[src/design/ptq_pkg.sv]
package ptq_pkg;

	localparam int TIMERS_DEF      = 8;
	localparam int QUEUE_DEPTH_DEF = 16;
	localparam int FRONT_DEPTH     = 2;
	localparam logic [3:0] DROP_MAX = 4'hF;

	typedef enum logic [1:0] {
		OP_SET  = 2'd0,
		OP_TICK = 2'd1,
		OP_POST = 2'd2,
		OP_POP  = 2'd3
	} op_t;

	typedef enum logic [1:0] {
		ST_OK    = 2'd0,
		ST_FULL  = 2'd1,
		ST_EMPTY = 2'd2,
		ST_NULL  = 2'd3
	} status_t;

	typedef struct packed {
		op_t         op;
		logic [7:0]  id;
		logic [7:0]  param;
		logic [15:0] period;
	} cmd_t;

	typedef struct packed {
		logic [7:0]  id;
		logic [7:0]  param;
		logic [15:0] count;
		logic [15:0] period;
	} tmr_t;

	typedef struct packed {
		logic [7:0] id;
		logic [7:0] param;
	} ev_t;

	function automatic int idx_w(input int n);
		return (n > 1) ? $clog2(n) : 1;
	endfunction

endpackage

[src/design/ptq_ram.sv]
module ptq_ram #(
	parameter int WIDTH = 16,
	parameter int DEPTH = 16
) (
	input  logic                             clk,
	input  logic                             we,
	input  logic [ptq_pkg::idx_w(DEPTH)-1:0] waddr,
	input  logic [WIDTH-1:0]                 wdata,
	input  logic [ptq_pkg::idx_w(DEPTH)-1:0] raddr,
	output logic [WIDTH-1:0]                 rdata
);
	import ptq_pkg::*;

	logic [WIDTH-1:0] mem [DEPTH];

	always_ff @(posedge clk) begin
		if (we) begin
			mem[waddr] <= wdata;
		end
		rdata <= mem[raddr];
	end

endmodule

[src/design/ptq_front.sv]
module ptq_front (
	input  logic          clk,
	input  logic          arst_n,
	input  logic          push,
	output logic          full,
	input  logic [1:0]    func,
	input  logic [7:0]    event_id,
	input  logic [7:0]    event_param,
	input  logic [15:0]   period_ticks,
	output logic          cmd_valid,
	output ptq_pkg::cmd_t cmd,
	input  logic          cmd_take
);
	import ptq_pkg::*;

	localparam int PW = idx_w(FRONT_DEPTH);
	localparam int CW = $clog2(FRONT_DEPTH + 1);
	localparam logic [PW-1:0] LAST = PW'(FRONT_DEPTH - 1);

	cmd_t          entry_q [FRONT_DEPTH];
	logic [PW-1:0] wr_q;
	logic [PW-1:0] rd_q;
	logic [CW-1:0] cnt_q;
	logic          do_push;
	logic          do_take;
	cmd_t          req;

	assign full      = (cnt_q == CW'(FRONT_DEPTH));
	assign cmd_valid = (cnt_q != '0);
	assign cmd       = entry_q[rd_q];
	assign do_push   = push && !full;
	assign do_take   = cmd_take && cmd_valid;

	// pack the request fields into a command, with func as its operation code
	always_comb begin
		req.op     = op_t'(func);
		req.id     = event_id;
		req.param  = event_param;
		req.period = period_ticks;
	end

	always_ff @(posedge clk or negedge arst_n) begin
		if (!arst_n) begin
			wr_q  <= '0;
			rd_q  <= '0;
			cnt_q <= '0;
		end else begin
			if (do_push) begin
				wr_q <= (wr_q == LAST) ? '0 : wr_q + PW'(1);
			end
			if (do_take) begin
				rd_q <= (rd_q == LAST) ? '0 : rd_q + PW'(1);
			end
			if (do_push && !do_take) begin
				cnt_q <= cnt_q + CW'(1);
			end else if (!do_push && do_take) begin
				cnt_q <= cnt_q - CW'(1);
			end
		end
	end

	always_ff @(posedge clk) begin
		if (do_push) begin
			entry_q[wr_q] <= req;
		end
	end

endmodule

[src/design/ptq_back.sv]
module ptq_back #(
	parameter int TIMERS      = ptq_pkg::TIMERS_DEF,
	parameter int QUEUE_DEPTH = ptq_pkg::QUEUE_DEPTH_DEF
) (
	input  logic          clk,
	input  logic          arst_n,
	input  logic          cmd_valid,
	input  ptq_pkg::cmd_t cmd,
	output logic          cmd_take,
	output logic          empty,
	input  logic          pop,
	output logic [1:0]    status,
	output logic [7:0]    out_id,
	output logic [7:0]    out_param,
	output logic [3:0]    dropped
);
	import ptq_pkg::*;

	localparam int TW = idx_w(TIMERS);
	localparam int QW = idx_w(QUEUE_DEPTH);
	localparam logic [TW-1:0] LAST_SLOT = TW'(TIMERS - 1);
	localparam logic [QW-1:0] LAST_PTR  = QW'(QUEUE_DEPTH - 1);

	typedef enum logic [1:0] {
		S_IDLE,
		S_SCAN,
		S_SET_WR,
		S_POP_RD
	} state_t;

	state_t        state_q;
	cmd_t          cmd_q;
	logic [TW-1:0] scan_q;
	logic          match_hit_q;
	logic [TW-1:0] match_q;
	logic          free_hit_q;
	logic [TW-1:0] free_q;
	logic [3:0]    drop_q;
	logic [QW-1:0] head_q;
	logic [QW-1:0] tail_q;
	logic [TIMERS-1:0] tvalid_q;
	logic          out_valid_q;
	status_t       status_q;
	logic [7:0]    out_id_q;
	logic [7:0]    out_param_q;
	logic [3:0]    dropped_q;

	logic          t_we;
	logic [TW-1:0] t_waddr;
	tmr_t          t_wdata;
	logic [TW-1:0] t_raddr;
	tmr_t          t_rdata;
	logic          q_we;
	ev_t           q_wdata;
	ev_t           q_rdata;

	tmr_t          tent;
	logic          active;
	logic          fire;
	logic [QW-1:0] head_nx;
	logic [QW-1:0] tail_nx;
	logic          overwrite;
	logic [3:0]    drop_nx;
	logic [TW-1:0] set_slot;

	function automatic logic [QW-1:0] next_ptr(input logic [QW-1:0] p);
		return (p == LAST_PTR) ? '0 : p + QW'(1);
	endfunction

	ptq_ram #(.WIDTH($bits(tmr_t)), .DEPTH(TIMERS)) u_tmr_ram (
		.clk   (clk),
		.we    (t_we),
		.waddr (t_waddr),
		.wdata (t_wdata),
		.raddr (t_raddr),
		.rdata (t_rdata)
	);

	ptq_ram #(.WIDTH($bits(ev_t)), .DEPTH(QUEUE_DEPTH)) u_evq_ram (
		.clk   (clk),
		.we    (q_we),
		.waddr (head_nx),
		.wdata (q_wdata),
		.raddr (tail_nx),
		.rdata (q_rdata)
	);

	// a slot never written reads as a free, zeroed entry
	assign tent      = tvalid_q[scan_q] ? t_rdata : '0;
	assign active    = (tent.id != 8'd0);
	assign fire      = (state_q == S_SCAN) && (cmd_q.op == OP_TICK) && active
	                   && (tent.count == 16'd0);
	assign head_nx   = next_ptr(head_q);
	assign tail_nx   = next_ptr(tail_q);
	assign overwrite = (head_nx == tail_q);
	assign drop_nx   = (fire && overwrite && drop_q != DROP_MAX) ? drop_q + 4'd1 : drop_q;
	assign set_slot  = match_hit_q ? match_q : free_q;

	assign cmd_take  = (state_q == S_IDLE) && cmd_valid && !out_valid_q;
	assign t_raddr   = (state_q == S_SCAN) ? scan_q + TW'(1) : '0;

	always_comb begin
		t_we    = 1'b0;
		t_waddr = scan_q;
		t_wdata = tent;
		if (state_q == S_SET_WR) begin
			t_we           = match_hit_q || free_hit_q;
			t_waddr        = set_slot;
			t_wdata.id     = cmd_q.id;
			t_wdata.param  = cmd_q.param;
			t_wdata.count  = cmd_q.period;
			t_wdata.period = cmd_q.period;
		end else if (state_q == S_SCAN && cmd_q.op == OP_TICK && active) begin
			t_we          = 1'b1;
			t_wdata.count = (tent.count == 16'd0) ? tent.period : tent.count - 16'd1;
		end
	end

	always_comb begin
		q_we          = fire;
		q_wdata.id    = tent.id;
		q_wdata.param = tent.param;
		if (state_q == S_IDLE) begin
			q_we          = cmd_take && (cmd.op == OP_POST);
			q_wdata.id    = cmd.id;
			q_wdata.param = cmd.param;
		end
	end

	always_ff @(posedge clk or negedge arst_n) begin
		if (!arst_n) begin
			state_q     <= S_IDLE;
			cmd_q       <= '0;
			scan_q      <= '0;
			match_hit_q <= 1'b0;
			match_q     <= '0;
			free_hit_q  <= 1'b0;
			free_q      <= '0;
			drop_q      <= '0;
			head_q      <= '0;
			tail_q      <= '0;
			tvalid_q    <= '0;
			out_valid_q <= 1'b0;
			status_q    <= ST_OK;
			out_id_q    <= '0;
			out_param_q <= '0;
			dropped_q   <= '0;
		end else begin
			if (pop && out_valid_q) begin
				out_valid_q <= 1'b0;
			end
			case (state_q)
				S_IDLE: begin
					if (cmd_take) begin
						cmd_q       <= cmd;
						scan_q      <= '0;
						match_hit_q <= 1'b0;
						free_hit_q  <= 1'b0;
						drop_q      <= '0;
						out_id_q    <= '0;
						out_param_q <= '0;
						dropped_q   <= '0;
						status_q    <= ST_OK;
						case (cmd.op)
							OP_SET, OP_TICK: begin
								state_q <= S_SCAN;
							end
							OP_POST: begin
								head_q      <= head_nx;
								out_valid_q <= 1'b1;
								if (overwrite) begin
									tail_q    <= tail_nx;
									dropped_q <= 4'd1;
								end
							end
							OP_POP: begin
								if (head_q == tail_q) begin
									status_q    <= ST_EMPTY;
									out_valid_q <= 1'b1;
								end else begin
									tail_q  <= tail_nx;
									state_q <= S_POP_RD;
								end
							end
							default: begin
								state_q <= S_IDLE;
							end
						endcase
					end
				end
				S_SCAN: begin
					if (fire) begin
						head_q <= head_nx;
						if (overwrite) begin
							tail_q <= tail_nx;
						end
					end
					drop_q <= drop_nx;
					if (cmd_q.op == OP_SET) begin
						// highest free slot wins, lowest matching slot wins
						if (!active) begin
							free_hit_q <= 1'b1;
							free_q     <= scan_q;
						end else if (!match_hit_q && tent.id == cmd_q.id
						             && tent.param == cmd_q.param) begin
							match_hit_q <= 1'b1;
							match_q     <= scan_q;
						end
					end
					if (scan_q == LAST_SLOT) begin
						if (cmd_q.op == OP_TICK) begin
							dropped_q   <= drop_nx;
							out_valid_q <= 1'b1;
							state_q     <= S_IDLE;
						end else begin
							state_q <= S_SET_WR;
						end
					end else begin
						scan_q <= scan_q + TW'(1);
					end
				end
				S_SET_WR: begin
					if (match_hit_q || free_hit_q) begin
						tvalid_q[set_slot] <= 1'b1;
					end else begin
						status_q <= ST_FULL;
					end
					out_valid_q <= 1'b1;
					state_q     <= S_IDLE;
				end
				S_POP_RD: begin
					if (q_rdata.id == 8'd0) begin
						status_q <= ST_NULL;
					end else begin
						out_id_q    <= q_rdata.id;
						out_param_q <= q_rdata.param;
					end
					out_valid_q <= 1'b1;
					state_q     <= S_IDLE;
				end
				default: begin
					state_q <= S_IDLE;
				end
			endcase
		end
	end

	assign empty     = !out_valid_q;
	assign status    = status_q;
	assign out_id    = out_id_q;
	assign out_param = out_param_q;
	assign dropped   = dropped_q;

	a_busy_no_result: assert property (@(posedge clk) disable iff (!arst_n)
		state_q != S_IDLE |-> !out_valid_q)
		else $error("request in progress while a result is pending");

	a_pop_empty: assert property (@(posedge clk) disable iff (!arst_n)
		(cmd_take && cmd.op == OP_POP && head_q == tail_q)
		|=> (out_valid_q && status_q == ST_EMPTY))
		else $error("pop of empty ring did not report empty");

	a_id_ok: assert property (@(posedge clk) disable iff (!arst_n)
		(out_valid_q && out_id_q != 8'd0) |-> status_q == ST_OK)
		else $error("message returned with a failure status");

	a_drop_ok: assert property (@(posedge clk) disable iff (!arst_n)
		(out_valid_q && dropped_q != 4'd0) |-> status_q == ST_OK)
		else $error("drop count on a failed request");

	a_scan_bound: assert property (@(posedge clk) disable iff (!arst_n)
		state_q == S_SCAN |-> scan_q <= LAST_SLOT)
		else $error("slot scan out of range");

endmodule

[src/design/periodic_timer_event_queue.sv]
// Periodic timer table with an event ring.
// Input channel: a request (func, event_id, event_param, period_ticks) is
// taken at a clock edge with push high and full low. A two-entry request
// queue sits in front, so requests keep coming while a result waits.
// Result channel: while empty is low, (status, out_id, out_param, dropped)
// holds the oldest result; it is taken at an edge with pop high.
// Exactly one result per request, in request order.
// The back end works one request at a time and walks the timer RAM one slot per
// cycle (one read port, one write port): a tick scans every slot, a set scans
// every slot and then writes the chosen one, a post is handled as it is taken,
// and a pop reads the ring entry in a separate read state.
// A new request starts only once the previous result has been taken; while
// the receiver holds pop low the front queue fills and then raises full.
// Reset (arst_n low) frees every timer slot, empties the ring and drops
// any queued request or pending result. Ring contents are not cleared;
// only entries written since reset are ever read.
module periodic_timer_event_queue #(
	parameter int TIMERS      = ptq_pkg::TIMERS_DEF,
	parameter int QUEUE_DEPTH = ptq_pkg::QUEUE_DEPTH_DEF
) (
	input  logic        clk,
	input  logic        arst_n,
	input  logic        push,
	output logic        full,
	input  logic [1:0]  func,
	input  logic [7:0]  event_id,
	input  logic [7:0]  event_param,
	input  logic [15:0] period_ticks,
	output logic        empty,
	input  logic        pop,
	output logic [1:0]  status,
	output logic [7:0]  out_id,
	output logic [7:0]  out_param,
	output logic [3:0]  dropped
);
	import ptq_pkg::*;

	logic cmd_valid;
	logic cmd_take;
	cmd_t cmd;

	ptq_front u_front (
		.clk          (clk),
		.arst_n       (arst_n),
		.push         (push),
		.full         (full),
		.func         (func),
		.event_id     (event_id),
		.event_param  (event_param),
		.period_ticks (period_ticks),
		.cmd_valid    (cmd_valid),
		.cmd          (cmd),
		.cmd_take     (cmd_take)
	);

	ptq_back #(.TIMERS(TIMERS), .QUEUE_DEPTH(QUEUE_DEPTH)) u_back (
		.clk       (clk),
		.arst_n    (arst_n),
		.cmd_valid (cmd_valid),
		.cmd       (cmd),
		.cmd_take  (cmd_take),
		.empty     (empty),
		.pop       (pop),
		.status    (status),
		.out_id    (out_id),
		.out_param (out_param),
		.dropped   (dropped)
	);

endmodule

[config.mk]
export PLATFORM = sky130hd
export DESIGN_NAME = periodic_timer_event_queue
export DESIGN_NICKNAME = d
export VERILOG_FILES = /design/src/design/ptq_pkg.sv /design/src/design/ptq_ram.sv /design/src/design/ptq_front.sv /design/src/design/ptq_back.sv /design/src/design/periodic_timer_event_queue.sv
export SDC_FILE = /design/constraint.sdc
export NUM_CORES = 1
export LEC_CHECK = 0
export BUFFER_PORTS_ARGS = -buffer_cell sky130_fd_sc_hd__buf_4
export CORE_MARGIN = 1
export CORE_UTILIZATION = 55
export DETAILED_ROUTE_END_ITERATION = 8
export PLACE_DENSITY_LB_ADDON = 0.1
export SYNTH_ARGS = -nofsm -noshare
export SYNTH_HDL_FRONTEND = slang
export SYNTH_SLANG_ARGS = --single-unit
[constraint.sdc]
create_clock -name clk -period 11.26 [get_ports clk]
set_input_delay 2.252 -clock clk [delete_from_list [all_inputs] [get_ports clk]]
set_output_delay 2.252 -clock clk [all_outputs]
set_load 0.005 [all_outputs]
# After elaboration in Yosys (flattened, before gate mapping)
# Memory sizes are Yosys's and may differ from the RTL's. A register that Yosys moved wholly into a read port is not among the register bits.
# Cells that the tools add are included.
# classes
n_reduce_logical,49
n_eq_ne,32
n_bitwise,2
add_sub_neg,9
muxes,83
n_lt_le_gt_ge,3
# ops
cell,n
$mux W16,6
$mux W4,15
$mux W48,1
$pmux W4 S2,5
$pmux W8 S2,2
$mux W1,25
$mux W8,3
$reduce_and A4 Y1,6
$mux W2,11
$ne A2 B2 Y1 const B,9
$eq A8 B8 Y1,2
$logic_and A1 B1 Y1,16
$logic_not A16 Y1,1
$sub A16 B1 Y16 const B,1
$mux W3,5
$add A4 B1 Y4 const B,3
$pmux W2 S3,2
$eq A2 B2 Y1 const B,5
$reduce_and A5 Y1,2
$ne A3 B3 Y1 const B,3
$reduce_and A3 Y1,3
$eq A4 B4 Y1,2
$eq A4 B4 Y1 const B,2
$logic_not A8 Y1,1
other kinds (26),47
# word_totals
regBits,94
elab_cells,203
mem_count,3
in_bits,38
ram_bits,708
out_inout_bits,24
# mem_list
name,words,width,read_ports,rd_clocked_by_memory_dff,wr,line,source
u_back.u_tmr_ram.mem,8,48,1,1,1,ptq_ram.sv:14,logic [WIDTH-1:0] mem [DEPTH];
u_back.u_evq_ram.mem,16,16,1,1,1,ptq_ram.sv:14,
u_front.entry_q,2,34,1,0,1,ptq_front.sv:20,cmd_t entry_q [FRONT_DEPTH];

# Longest topological paths before layout
# depth
depth_word,12
depth_mapped,14
mapped_depth_nobuf,11

# Modules after synthesis
# Synthesis repeated with hierarchy kept, for this count alone.
# unflattened
cells_unflattened,1887
area_unflattened_um2,34137.7
# modules_own_cells
module,area_each_um2,n_inst,seq_area_each_um2,cells_per_inst
ptq_ram at u_back.u_tmr_ram,15620.0,1,12492.0,616
ptq_ram at u_back.u_evq_ram,10042.1,1,8007.7,432
ptq_back,5670.4,1,2252.2,714
ptq_front,2805.2,1,2142.1,125

# Worst setup path after synthesis
# Ideal clock, no wire load.
# synth_timing
kind,register to register
start,register u_back.state_q[1]
end,"memory u_back.u_tmr_ram.mem[0][0] in the netlist's numbering, enable pin"
period_less_slack_ns,4.330
setup_time_ns,0.454
n_path_buf,3
stages_incl_launch_ff,9
t_required_ns,10.806
slack_ns,6.930
arrival_ns,3.876
path_cell_list,dfrtp_1 clkbuf_1 nand2b_1 clkbuf_1 a211oi_1 nand3_1 clkbuf_1 o21a_1 nor2_1
# synth_via
elab_chain_cells,7
word_cells_on_any_way,9
cone_classes,eq/ne: 2; mux: 5; reduce/logical: 2
# synth_lines
element,line,source
"start, declared",ptq_back.sv:31,state_t state_q;
"start signal, assigned",ptq_back.sv:132,state_q <= S_IDLE;
"start signal, assigned",ptq_back.sv:166,state_q <= S_SCAN;
"start signal, assigned",ptq_back.sv:182,state_q <= S_POP_RD;
$eq A2 B1 Y1,ptq_back.sv:113,end else if (state_q == S_SCAN && cmd_q.op == OP_TICK && active) begin
$logic_and A1 B1 Y1 (2 in series),ptq_back.sv:113,
$mux W1,ptq_back.sv:113,
$mux W1,ptq_back.sv:106,if (state_q == S_SET_WR) begin
$mux W1,ptq_ram.sv:17,if (we) begin
$mux W1 (not written as such),ptq_ram.sv:18,mem[waddr] <= wdata;
"end, declared",ptq_ram.sv:14,
# Parallel ways exist; a longest one is shown, timed or not.

# Final worst setup path
# layout_timing
start,register u_back.state_q[0]
end,"memory u_back.u_tmr_ram.mem[4][44] in the netlist's numbering, enable pin"
# The elaborated chain is that of the path after synthesis.

==> out/results.ini <==
[clocking]
cts_inserted_buffers = 88
clock_sinks = 866
clock_latency_ns = 0.63
htree_levels = 3
cts_root_buf = clkbuf_16
post-cts-setup-buffers = 0
tritoncts = yes
cts-resized-gates = 0
hold_buffers = 0
path_clk_slew_ns = 0.06
cts-root-to-sink-buffers = 3

[worst_setup_path]
r2r-end = u_back.u_tmr_ram.mem[4][44]
crit_type = flip-flop to flip-flop
crit_required_ns = 11.52
path_buf_inv = 1
rr_startpoint = u_back.state_q[0]
slowest_delay_ns = 0.70
crit_slowest_cell = nor2_4
worst_setup_path_start_kind = flip-flop
crit_chain = nand2b_1, a211oi_1, nand3_1, o21a_1, nor2_4, buf_4
rrSetupSlack_ns = 6.70
reg2regPathDepth = 6
crit_family = simple AND/OR/NAND/NOR gates
arrival_ns = 4.82
end_kind = flip-flop
cp_max_fo = 30

[die]
die_h_um = 250
fp-row-count = 90
die_w_um = 250
core_um2 = 60500
start_util_pct = 55.7
dieArea_um2 = 62300
io_pins = 62

[timing]
relSlewSlack_pct = 12.9
fmax_ghz = 0.219
setup_tns_ns = 0
period_share_pct = 40.5
rsz0062_at_grt = no
setup_viol_count_final = 0
worstMarginPinSlew_ns = 1.27
maxSlewViolCount = 0
setup_slack_ns = 6.70
finalHoldViolCount = 0
clock_skew_ns = 0.0285
min_period_ns = 4.56

[synth]
synth.top_cell.area_share_pct = 63.1
yosysWarnings = 0
yosysSeqAreaShare_pct = 73.9
synth.most_common_cell = edfxtp_1
ys_ff_latch = 866
ys.flop_type = edfxtp_1
netlist_instances = 2035
async_flop_share_pct = 10.9
synthTopCellsByArea = edfxtp_1 (63%), mux4_2 (8.6%), dfrtp_1 (7.0%), o21ai_0 (4.3%), dfxtp_1 (3.8%)
syn_area_um2 = 33700
synth_nets = 2084
syn_area_per_cell_um2 = 16.6
synth.distinct_cells = 66
synthTopCellsByCount = edfxtp_1 (708), o21ai_0 (289), nand2_1 (196)
yosys.area.top_type = edfxtp_1
synth_edf_count = 708

[global_routing]
grt_antenna_before_repair = 0
grt_pass1_wl_um = 115000
grt_usage_pct = 25.0
grt_pass1_vias = 18400
grt_max_degree = 105
overflow = 0

[run_status]
status = complete, no violations

[layout]
nets = 2179
fin_area_um2 = 38200
syn_to_final_growth_pct = 13.3
layout-drive-gt1-share_pct = 19.5
antennaDiodeCount = 0
final_cells = 2987

[placement]
post-place-ws_ns = 6.72
numPortBuffers = 61
dp.cells = 2822
dp_hpwl_um = 43800
placed_area_um2 = 35300
gp_congestion = 0.817

[worst_hold_path]
hold_depth = 2
worstHoldStart = u_back.u_evq_ram.rdata[4]
holdPathEnd = u_back.out_param[4]
hp-class = flip-flop to flip-flop

[routing]
wl_um = 76100
drtAntennaViolNets = 0
avgViaCountPerCell = 6.12
first_pass_iters = 5
drc = 0
vias = 18300
drtIter0Drc = 1731
avgRoutedWirePerCell_um = 25.5

[pwr]
powerDensity_nw_per_um2 = 296
ir_worst_vdd_mv = 0.172
leakage_nw = 13.5

[flow_run]
maxCapViolCount = 0

state kept, by name, indices dropped and copies added, names as in the netlist, 8 cells and up:
register                flops
u_back.u_tmr_ram.mem      384
u_back.out_param            8
u_back.tvalid_q             8
u_back.u_evq_ram.rdata     16
u_front.entry_q            68
u_back.cmd_q               34
u_back.u_tmr_ram.rdata     48
u_back.u_evq_ram.mem      256
u_back.out_id               8
final cells by class:
cell class              instances  area [µm²]
clock buffers                 134        2580
clock inverters                31         265
fillers                      4314       22300
inverters                      30         113
multi-input cells            1032        8480
flip-flops and latches        866       24900
well taps                     782         978
repair buffers                112         841
stage by stage:
stage	utilization, %	total power [mW]	hold slack, ns
after global placement	58.4	8.38	0.426
after floorplan	-	7.16	0.417
after global routing	63.1	11.8	0.469
after detailed placement	58.4	8.49	0.437
final	63.1	11.3	0.438
after CTS	63.1	11.3	0.442
worst min-delay path: stages (launching register included):
cell     delay [ns]
dfxtp_1        0.29
nand2_1        0.05
o21ai_0        0.06
placed cells by master, fill, tap and decap left out, drive strengths merged, types with 3 or more instances in the layout:
cell / netlist / layout
edfxtp: 708 / 708
o21ai: 289 / 289
nand2: 197 / 197
clkbuf: 72 / 134
mux4: 128 / 128
buf: 35 / 112
mux2i: 100 / 100
dfrtp: 94 / 94
dfxtp: 64 / 64
nor2: 58 / 58
inv: 30 / 31
a21oi: 29 / 29
clkinv: 0 / 24
nor4: 20 / 20
xor2: 19 / 19
nand3: 15 / 15
mux2: 15 / 15
a22o: 13 / 13
xnor2: 12 / 12
nor3: 12 / 12
nand2b: 11 / 11
a31oi: 11 / 11
ha: 11 / 11
o31ai: 7 / 7
and3: 6 / 6
nor2b: 6 / 6
o22ai: 5 / 5
a22oi: 5 / 5
o21a: 5 / 5
a21o: 5 / 5
a211oi: 4 / 4
a31o: 4 / 4
bufinv: 0 / 4
or4: 4 / 4
nand4: 3 / 3
a32oi: 3 / 3
o32ai: 3 / 3
or3: 3 / 3
and2: 3 / 3
where the power goes:
| part | switching, mW | internal (mW) |
|---|---|---|
| combinational | 2.40 | 1.22 |
| clock | 1.18 | 1.67 |
| sequential | 0.304 | 4.52 |
| total | 3.88 | 7.41 |
layer usage:
metal	GRT usage, %	part of all wire, %	up-vias
met5	0	0	-
met4	6.93	2.0	0
met3	3.33	5.4	105
met2	41.0	49	578
met1	35.4	43	9469
li1	-	-	8126
cell families (layout without fill, tap and decap cells):
family,after synthesis,count (layout),synth area share [%]
AOI/OAI and AO/OA,403,403,6.72
xor gates and xnor gates,31,31,0.806
adders and majority gates,11,11,0.408
buffers and inverters,137,307,1.57
DFF,866,866,73.9
muxes,243,243,12.0
and+or+nand+nor,344,344,4.58
how the worst max path moves through the flow:
stage,from,endpoint,slack [ns],depth (start not counted)
6_report,u_back.state_q[0],u_back.u_tmr_ram.mem[4][44],6.70,6
5_1_grt,u_back.state_q[0],u_back.u_tmr_ram.mem[4][44],6.42,6
4_1_cts,u_back.state_q[0],u_back.u_tmr_ram.mem[4][44],6.70,6
3_5_place_dp,u_back.state_q[0],u_back.u_tmr_ram.mem[4][32],6.72,6
3_3_place_gp,u_back.state_q[0],u_back.u_tmr_ram.mem[4][32],6.74,6
2_1_floorplan,u_back.state_q[1],u_back.u_tmr_ram.mem[0][0],6.93,8
No activity file was read; power rests on OpenSTA's default activity.
